==> src/rtl/swt_pkg.sv <==
package swt_pkg;

  // Defaults for the top-level parameters
  localparam int TABLE_DEPTH_DEF = 16;
  localparam int WORD_CHARS_DEF  = 8;

  // Fixed field widths
  localparam int CHAR_W      = 8;
  localparam int WORD_W      = 64;
  localparam int INDEX_W     = 4;
  localparam int COUNT_W     = 5;
  localparam int IN_TDATA_W  = 72;   // index(4) + word(64), padded to bytes
  localparam int OUT_TDATA_W = 8;    // found(1) + position(4), padded to bytes

  localparam logic [COUNT_W-1:0] ENTRY_COUNT_RST = 5'd10;

  localparam logic CMD_LOAD   = 1'b0;
  localparam logic CMD_SEARCH = 1'b1;

  // Relation of table entry to query word, most significant char first
  typedef enum logic [1:0] {
    REL_EQ,
    REL_LT,
    REL_GT
  } rel_t;

  typedef enum logic [2:0] {
    ST_IDLE,
    ST_CANON,
    ST_WRITE,
    ST_SEARCH,
    ST_LOAD,
    ST_CMP,
    ST_DECIDE,
    ST_DONE
  } state_t;

  // Control for the serial comparator
  typedef struct packed {
    logic en;
    logic start;
  } cmp_ctl_t;

endpackage

==> src/rtl/sorted_word_table_binary_search_top.sv <==
// Channel  Dir  Handshake             Payload
// in       in   in_tvalid/in_tready   tuser: command; tdata: entry_index, word
// out      out  out_tvalid/out_tready tdata: found, position
// cfg      in   cfg_valid/cfg_ready   cfg_data: entry_count
//
// A load canonicalizes the word char by char, then writes it; a search canonicalizes,
//   then runs P probes (up to log2(entry_count)+1), with a final window check on a miss;
//   each probe is a registered table read and a one-char-per-cycle serial compare.
// One beat in flight; the next beat is taken while a result waits in the output register.
// rst_n is synchronous, active low; clears control and entry_count (to 10), not the table.
// A stalled output holds the search engine in DONE until the result register frees.
module sorted_word_table_binary_search_top #(
  parameter int TABLE_DEPTH = swt_pkg::TABLE_DEPTH_DEF,
  parameter int WORD_CHARS  = swt_pkg::WORD_CHARS_DEF
) (
  input  logic                              clk,
  input  logic                              rst_n,
  // input stream
  input  logic                              in_tvalid,
  output logic                              in_tready,
  input  logic                              in_tuser,   // [0] command
  input  logic [swt_pkg::IN_TDATA_W-1:0]    in_tdata,   // [3:0] entry_index, [67:4] word
  // result stream
  output logic                              out_tvalid,
  input  logic                              out_tready,
  output logic [swt_pkg::OUT_TDATA_W-1:0]   out_tdata,  // [0] found, [4:1] position
  // config write
  input  logic                              cfg_valid,
  output logic                              cfg_ready,
  input  logic [swt_pkg::COUNT_W-1:0]       cfg_data
);

  import swt_pkg::*;

  localparam int W  = CHAR_W * WORD_CHARS;              // significant word bits
  localparam int AW = $clog2(TABLE_DEPTH);
  localparam int KW = (WORD_CHARS > 1) ? $clog2(WORD_CHARS) : 1;
  localparam logic [KW-1:0] K_LAST = KW'(WORD_CHARS - 1);
  // Search range never exceeds the depth; count itself tops out at 31.
  localparam logic [COUNT_W-1:0] DEPTH_CAP =
    (TABLE_DEPTH < 31) ? COUNT_W'(TABLE_DEPTH) : COUNT_W'(31);

  state_t               st_r, st_nxt;
  logic [KW-1:0]        k_r, k_nxt;
  logic                 nul_r, nul_nxt;
  logic [W-1:0]         qs_r, qs_nxt;     // query digit shifter
  logic [W-1:0]         q_r, q_nxt;       // canonical query word
  logic [W-1:0]         es_r, es_nxt;     // entry digit shifter
  logic                 cmd_r, cmd_nxt;
  logic [INDEX_W-1:0]   idx_r, idx_nxt;
  logic [COUNT_W-1:0]   lo_r, lo_nxt;     // search window [lo, end)
  logic [COUNT_W-1:0]   end_r, end_nxt;
  logic [COUNT_W-1:0]   mid_r, mid_nxt;
  logic                 found_r, found_nxt;
  logic [INDEX_W-1:0]   pos_r, pos_nxt;
  logic                 out_tvalid_r, out_tvalid_nxt;
  logic [OUT_TDATA_W-1:0] out_tdata_r, out_tdata_nxt;
  logic [COUNT_W-1:0]   cfg_count_r;

  logic [COUNT_W-1:0]   count_eff;
  logic [COUNT_W-1:0]   mid;
  logic [CHAR_W-1:0]    canon_char;
  logic                 char_nul;
  logic                 idx_ok;

  logic                 wr_en, rd_en;
  logic [W-1:0]         rd_data;
  cmp_ctl_t             cmp_ctl;
  rel_t                 rel;

  assign count_eff = (cfg_count_r > DEPTH_CAP) ? DEPTH_CAP : cfg_count_r;
  assign mid       = lo_r + ((end_r - lo_r - COUNT_W'(1)) >> 1);
  assign char_nul  = (qs_r[W-1 -: CHAR_W] == '0);
  assign canon_char = (nul_r || char_nul) ? '0 : qs_r[W-1 -: CHAR_W];
  assign idx_ok    = (32'(idx_r) < TABLE_DEPTH);

  swt_table #(
    .DEPTH (TABLE_DEPTH),
    .WIDTH (W)
  ) u_table (
    .clk     (clk),
    .wr_en   (wr_en),
    .wr_addr (AW'(idx_r)),
    .wr_data (q_r),
    .rd_en   (rd_en),
    .rd_addr (AW'(mid)),
    .rd_data (rd_data)
  );

  swt_digit_cmp u_cmp (
    .clk     (clk),
    .ctl     (cmp_ctl),
    .digit_a (es_r[W-1 -: CHAR_W]),
    .digit_b (qs_r[W-1 -: CHAR_W]),
    .rel     (rel)
  );

  // Config register; writes must only arrive while idle, which the block itself does not enforce.
  assign cfg_ready = 1'b1;

  always_ff @(posedge clk) begin
    if (!rst_n) begin
      cfg_count_r <= ENTRY_COUNT_RST;
    end else if (cfg_valid) begin
      cfg_count_r <= cfg_data;
    end
  end

  always_comb begin
    st_nxt         = st_r;
    k_nxt          = k_r;
    nul_nxt        = nul_r;
    qs_nxt         = qs_r;
    q_nxt          = q_r;
    es_nxt         = es_r;
    cmd_nxt        = cmd_r;
    idx_nxt        = idx_r;
    lo_nxt         = lo_r;
    end_nxt        = end_r;
    mid_nxt        = mid_r;
    found_nxt      = found_r;
    pos_nxt        = pos_r;
    out_tvalid_nxt = out_tvalid_r && !out_tready;
    out_tdata_nxt  = out_tdata_r;
    wr_en          = 1'b0;
    rd_en          = 1'b0;
    cmp_ctl.en     = 1'b0;
    cmp_ctl.start  = 1'b0;
    in_tready      = 1'b0;

    unique case (st_r)
      ST_IDLE: begin
        in_tready = 1'b1;
        if (in_tvalid) begin
          cmd_nxt   = in_tuser;
          idx_nxt   = in_tdata[INDEX_W-1:0];
          qs_nxt    = in_tdata[INDEX_W+WORD_W-1 -: W];
          nul_nxt   = 1'b0;
          k_nxt     = '0;
          found_nxt = 1'b0;
          pos_nxt   = '0;
          st_nxt    = ST_CANON;
        end
      end

      // Char by char from the top: drop everything after the first NUL.
      ST_CANON: begin
        q_nxt   = (q_r << CHAR_W) | W'(canon_char);
        qs_nxt  = qs_r << CHAR_W;
        nul_nxt = nul_r || char_nul;
        k_nxt   = k_r + KW'(1);
        if (k_r == K_LAST) begin
          k_nxt = '0;
          if (cmd_r == CMD_LOAD) begin
            st_nxt = ST_WRITE;
          end else begin
            lo_nxt  = '0;
            end_nxt = count_eff;
            st_nxt  = ST_SEARCH;
          end
        end
      end

      ST_WRITE: begin
        wr_en  = idx_ok;
        st_nxt = ST_DONE;
      end

      ST_SEARCH: begin
        if (lo_r < end_r) begin
          rd_en   = 1'b1;
          mid_nxt = mid;
          qs_nxt  = q_r;
          st_nxt  = ST_LOAD;
        end else begin
          st_nxt = ST_DONE;
        end
      end

      ST_LOAD: begin
        es_nxt = rd_data;
        k_nxt  = '0;
        st_nxt = ST_CMP;
      end

      ST_CMP: begin
        cmp_ctl.en    = 1'b1;
        cmp_ctl.start = (k_r == '0);
        es_nxt        = es_r << CHAR_W;
        qs_nxt        = qs_r << CHAR_W;
        k_nxt         = k_r + KW'(1);
        if (k_r == K_LAST) begin
          k_nxt  = '0;
          st_nxt = ST_DECIDE;
        end
      end

      ST_DECIDE: begin
        unique case (rel)
          REL_EQ: begin
            found_nxt = 1'b1;
            pos_nxt   = mid_r[INDEX_W-1:0];
            st_nxt    = ST_DONE;
          end
          REL_LT: begin
            lo_nxt = mid_r + COUNT_W'(1);
            st_nxt = ST_SEARCH;
          end
          default: begin
            end_nxt = mid_r;
            st_nxt  = ST_SEARCH;
          end
        endcase
      end

      ST_DONE: begin
        if (!out_tvalid_r || out_tready) begin
          out_tvalid_nxt = 1'b1;
          out_tdata_nxt  = OUT_TDATA_W'({pos_r, found_r});
          st_nxt         = ST_IDLE;
        end
      end

      default: begin
        st_nxt = ST_IDLE;
      end
    endcase
  end

  always_ff @(posedge clk) begin
    if (!rst_n) begin
      st_r         <= ST_IDLE;
      out_tvalid_r <= 1'b0;
    end else begin
      st_r         <= st_nxt;
      out_tvalid_r <= out_tvalid_nxt;
    end
  end

  always_ff @(posedge clk) begin
    k_r         <= k_nxt;
    nul_r       <= nul_nxt;
    qs_r        <= qs_nxt;
    q_r         <= q_nxt;
    es_r        <= es_nxt;
    cmd_r       <= cmd_nxt;
    idx_r       <= idx_nxt;
    lo_r        <= lo_nxt;
    end_r       <= end_nxt;
    mid_r       <= mid_nxt;
    found_r     <= found_nxt;
    pos_r       <= pos_nxt;
    out_tdata_r <= out_tdata_nxt;
  end

  assign out_tvalid = out_tvalid_r;
  assign out_tdata  = out_tdata_r;

`ifndef SYNTHESIS
  // a probe always lies inside the current window
  a_mid_in_window: assert property (@(posedge clk) disable iff (!rst_n)
    (st_r == ST_LOAD) |-> (mid_r >= lo_r) && (mid_r < end_r))
    else $error("probe outside search window");

  // window never grows past the clamped count
  a_window_bounded: assert property (@(posedge clk) disable iff (!rst_n)
    (st_r == ST_SEARCH) |-> (lo_r <= end_r) && (end_r <= DEPTH_CAP))
    else $error("search window out of range");

  // a load never reports a hit
  a_load_no_hit: assert property (@(posedge clk) disable iff (!rst_n)
    (st_r == ST_DONE && cmd_r == CMD_LOAD) |-> !found_r && (pos_r == '0))
    else $error("load produced a hit");

  // a fresh result only follows the DONE state
  a_result_from_done: assert property (@(posedge clk) disable iff (!rst_n)
    (out_tvalid_r && !$past(out_tvalid_r)) |-> ($past(st_r) == ST_DONE))
    else $error("result issued outside DONE");
`endif

endmodule

==> src/rtl/swt_table.sv <==
module swt_table #(
  parameter int DEPTH = 16,
  parameter int WIDTH = 64,
  localparam int AW   = $clog2(DEPTH)
) (
  input  logic             clk,
  input  logic             wr_en,
  input  logic [AW-1:0]    wr_addr,
  input  logic [WIDTH-1:0] wr_data,
  input  logic             rd_en,
  input  logic [AW-1:0]    rd_addr,
  output logic [WIDTH-1:0] rd_data
);

  logic [WIDTH-1:0] mem [DEPTH];
  logic [WIDTH-1:0] rd_data_r;

  always_ff @(posedge clk) begin
    if (wr_en) begin
      mem[wr_addr] <= wr_data;
    end
  end

  always_ff @(posedge clk) begin
    if (rd_en) begin
      rd_data_r <= mem[rd_addr];
    end
  end

  assign rd_data = rd_data_r;

endmodule

==> src/rtl/swt_digit_cmp.sv <==
module swt_digit_cmp (
  input  logic                         clk,
  input  swt_pkg::cmp_ctl_t            ctl,
  input  logic [swt_pkg::CHAR_W-1:0]   digit_a,
  input  logic [swt_pkg::CHAR_W-1:0]   digit_b,
  output swt_pkg::rel_t                rel
);

  import swt_pkg::*;

  rel_t rel_r, rel_nxt, digit_rel;

  // First differing char (MSB first) decides; later chars are ignored.
  always_comb begin
    if (digit_a < digit_b) begin
      digit_rel = REL_LT;
    end else if (digit_a > digit_b) begin
      digit_rel = REL_GT;
    end else begin
      digit_rel = REL_EQ;
    end

    rel_nxt = rel_r;
    if (ctl.en) begin
      if (ctl.start || (rel_r == REL_EQ)) begin
        rel_nxt = digit_rel;
      end
    end
  end

  always_ff @(posedge clk) begin
    rel_r <= rel_nxt;
  end

  assign rel = rel_r;

endmodule

==> config.mk <==
export PLATFORM = sky130hd
export DESIGN_NAME = sorted_word_table_binary_search_top
export DESIGN_NICKNAME = d
export VERILOG_FILES = /design/src/rtl/swt_pkg.sv /design/src/rtl/sorted_word_table_binary_search_top.sv /design/src/rtl/swt_table.sv /design/src/rtl/swt_digit_cmp.sv
export SDC_FILE = /design/constraint.sdc
export NUM_CORES = 1
export LEC_CHECK = 0
export BUFFER_PORTS_ARGS = -buffer_cell sky130_fd_sc_hd__buf_2
export CORE_ASPECT_RATIO = 1.4
export CORE_MARGIN = 2
export CORE_UTILIZATION = 59
export CTS_CLUSTER_SIZE = 12
export DETAILED_ROUTE_END_ITERATION = 8
export PLACE_DENSITY = 0.8
export REMOVE_ABC_BUFFERS = 1
export SLEW_MARGIN = 40
export SYNTH_ARGS = -nofsm -noshare
export SYNTH_HDL_FRONTEND = slang
export SYNTH_HIERARCHICAL = 1
export SYNTH_SLANG_ARGS = --single-unit
==> constraint.sdc <==
create_clock -name clk -period 17.3 [get_ports clk]
set_input_delay 0.865 -clock clk [delete_from_list [all_inputs] [get_ports clk]]
set_output_delay 0.865 -clock clk [all_outputs]
set_load 0.005 [all_outputs]
==> impl_results.md <==
* Share of cells above drive strength 1 at 24.8%
* Largest net degree at the start of global routing at 128
* Reg-to-Reg Start: lo_r[0]$_SDFFCE_PN0P_
* CTS tree: done
* Layout area overhead at 11.2%
* # rows at 127
* HPWL after DPL at 58100 µm
* Number of synthesized flops with an enable pin at 1316
* Post-Route WL at 127000 µm
* Final Cycle Share at 27.5%
* Final setup viols at 0
* Vias at 26088
* Final Instance Count excl. Fillers at 3695
* Filler cell count at 4974
* Die Y at 351 µm
* Core area at 85500 µm²
* CP max stage delay at 0.73 ns
* Register area share after synthesis at 78.1%
* Yosys synthesis warning count at 6
* DRC at 0
* Avg Cell Area, Syn at 20.9 µm²
* Crit. End Element: register
* Post-CTS setup buffer count at 0
* Synth Instances at 2426
* I/O Pins at 94
* Detailed Route Iter0 Violations at 3932
* Hold-fix buffers, CTS at 0
* R2r endpoint: u_table/rd_data[11]$_DFFE_PP_
* Tot GR Track Use at 29.1%
* Internal at 5060 µW
* Diodes inserted at 0
* Clock group share of total power at 40.4%
* Reg clk slew, reported paths at 0.06 ns
* Die area at 88500 µm²
* Min-Delay Path Class: primary input to register
* Unrepaired setup endpoints after global routing: no
* CP cell instances: nor2b_1 -> fa_1 -> ha_4 -> buf_12 -> buf_6 -> buf_4 -> mux4_2 -> a22oi_1 -> nand2_1
* Placer Congestion at 0.759
* Sw Share at 20.0%
* Commonest non-fill, non-tap cell in the layout: edfxtp_1
* Setup crit start: lo_r[0]$_SDFFCE_PN0P_
* Flop pwr share at 57.7%
* Commonest cells after routing, fill and taps aside: edfxtp_1, mux4_2, clkbuf_16
* Placed cell count at 3530
* Critical path's slowest cell: buf_4
* Routed wire per std cell at 34.4 µm
* Max IR drop VDD at 88.5 µV
* Port buffer count at 85
* Antenna violations before repair at 6
* Starting Density at 59.4%
* Status: finished clean
* Mapped cell area at 50800 µm²
* Final #Nets at 2681
* Area leader, netlist: edfxtp_1
* Setup crit end: u_table/rd_data[11]$_DFFE_PP_
* Initial DRT Pass Iterations at 5
* Die width at 252 µm
* Cell variety after synth at 50
* Critical Path RT at 17.76 ns
* Top-area cell type share of the netlist area at 77.8%
* Async set-reset flop share out of synthesis at 0%
* GRT Residual Overflow at 0
* CP Class: register to register
* Worst reg2reg path depth at 9
* Setup_tns at 0 ns
* Worst-skew pair later-pin latency at 0.74 ns
* DR vias/cell at 7.06
* # clock sinks at 1325
* CTS buffer count at 130
* Post-synthesis register bit count at 1325
* Final slew viol count at 0
* # Max-Cap Violations at 0
* Critical Path AT at 5.22 ns
* Startpoint types: register
* FMAX at 210 MHz
* Slew of the pin with the lowest slew margin at 0.947 ns
* Synth top area cells: edfxtp_1, mux4_2, a22oi_1
* Worst slew margin at 36.9%
* First-pass GRT wire length at 182000 µm
* Maximum fanout along the worst path at 51
* Post-cts resize count at 0
* Hold Violations, Final at 0
* Combinational power share at 2.0%
* R2R setup slack at 12.54 ns
* CTS Root Cell: clkbuf_16
* Vias in the first global route at 26917
* Clk buf depth at 3
* CTS H-tree depth at 4
* Static leakage at 0.0182 µW
* P_sw at 1260 µW
* Setup Skew at 0.0263 ns
* Pwr dens at 112 nW/µm²
* DRT antenna net count at 0
* Ys flop type: edfxtp_1
* Final min period at 4.76 ns
==> worst min path at each step <==
stage | start | slack, ns | end | depth (start not counted)
after floorplan | found_r$_DFFE_PP_ | 0.40 | out_tdata[0]$_DFFE_PP_ | 0
after global placement | found_r$_DFFE_PP_ | 0.40 | out_tdata[0]$_DFFE_PP_ | 0
after detailed placement | pos_r[1]$_SDFFCE_PN0P_ | 0.41 | out_tdata[2]$_DFFE_PP_ | 0
after CTS | in_tdata[3] | 0.29 | idx_r[3]$_DFFE_PP_ | 1
after global routing | in_tdata[1] | 0.31 | idx_r[1]$_DFFE_PP_ | 1
final | in_tuser | 0.32 | cmd_r$_DFFE_PP_ | 1
==> power by group through the flow <==
| stage | sequential, µW | combinational, µW | clock, µW |
|---|---|---|---|
| after global placement | 3700 | 113 | 0 |
| after floorplan | 3680 | 73.4 | 0 |
| final | 3640 | 126 | 2550 |
| after CTS | 3640 | 124 | 2570 |
| after detailed placement | 3710 | 119 | 0 |
| after global routing | 3650 | 133 | 2660 |
==> layout make-up <==
cell class                 instances  area (µm²)  share of cell area (%)
timing repair buffer             148        1240                    2.19
sequential                      1325       39700                    70.3
clock buffer                     149        3520                    6.22
clock inverter                     9        85.1                   0.151
inverter                          30         113                   0.199
tap                             1096        1370                    2.43
multi-input combinational        938       10500                    18.5
==> synthesized netlist by cell type (9+ instances only) <==
cell type / count
buf_4: 11
a22oi_1: 136
o21ai_0: 49
nand2_1: 78
mux2_2: 26
a21oi_1: 70
nor2b_1: 16
mux2_4: 30
ha_1: 23
buf_1: 12
nor2_1: 85
mux4_2: 256
o21ai_1: 12
and2_1: 19
dfxtp_1: 9
edfxtp_1: 1316
inv_1: 28
buf_2: 28
clkbuf_1: 64
buf_6: 20
or3_1: 56
==> worst max-delay path, delay by kind of cell, from the launching register on <==
kind	cells	cell delay, ns
compound gates	1	0.26
buf+inv	3	1.56
mux	1	0.60
simple gates	2	0.37
flops	1	0.44
fa+ha+maj	2	1.10
==> metal layers <==
metal	wire, µm	track usage [%]
met5	35	0
met3	14800	6.73
met4	5740	13.8
met2	63900	48.4
met1	42600	36.6
==> state kept, by name (all words and copies together), names as in the netlist <==
name / cells
nul_r: 1
end_r: 5
out_tdata: 5
u_cmp/rel: 2
cmd_r: 1
qs_r: 64
u_table/rd_data: 64
mid_r: 5
q_r: 64
lo_r: 5
st_r: 3
out_tvalid: 1
idx_r: 4
found_r: 1
u_table/mem: 1024
k_r: 3
pos_r: 4
cfg_count_r: 5
es_r: 64
==> kinds of logic after synthesis <==
kind of cell	synth area share (%)
AO/OA/AOI/OAI	3.73
XOR/XNOR	0.155
adder cells (fa/ha/maj)	0.645
buffers and inverters	1.66
flip-flops	78.1
multiplexers	12.9
other	0.0148
AND/OR/NAND/NOR	2.70
==> through the flow <==
step                area (µm²)  total power [µW]  hold slack (ns)  setup WS (ns)  utilization [%]
floorplan                50100              3760            0.400           5.30                -
CTS                      56300              6330            0.294          12.44             65.9
detailed placement       52700              3830            0.405          12.52             61.7
global route             56500              6450            0.309          12.22             66.1
global placement         52400              3810            0.401          12.28             61.3
finish                   56500              6320            0.319          12.54             66.1
No activity file was read; power rests on OpenSTA's default activity.
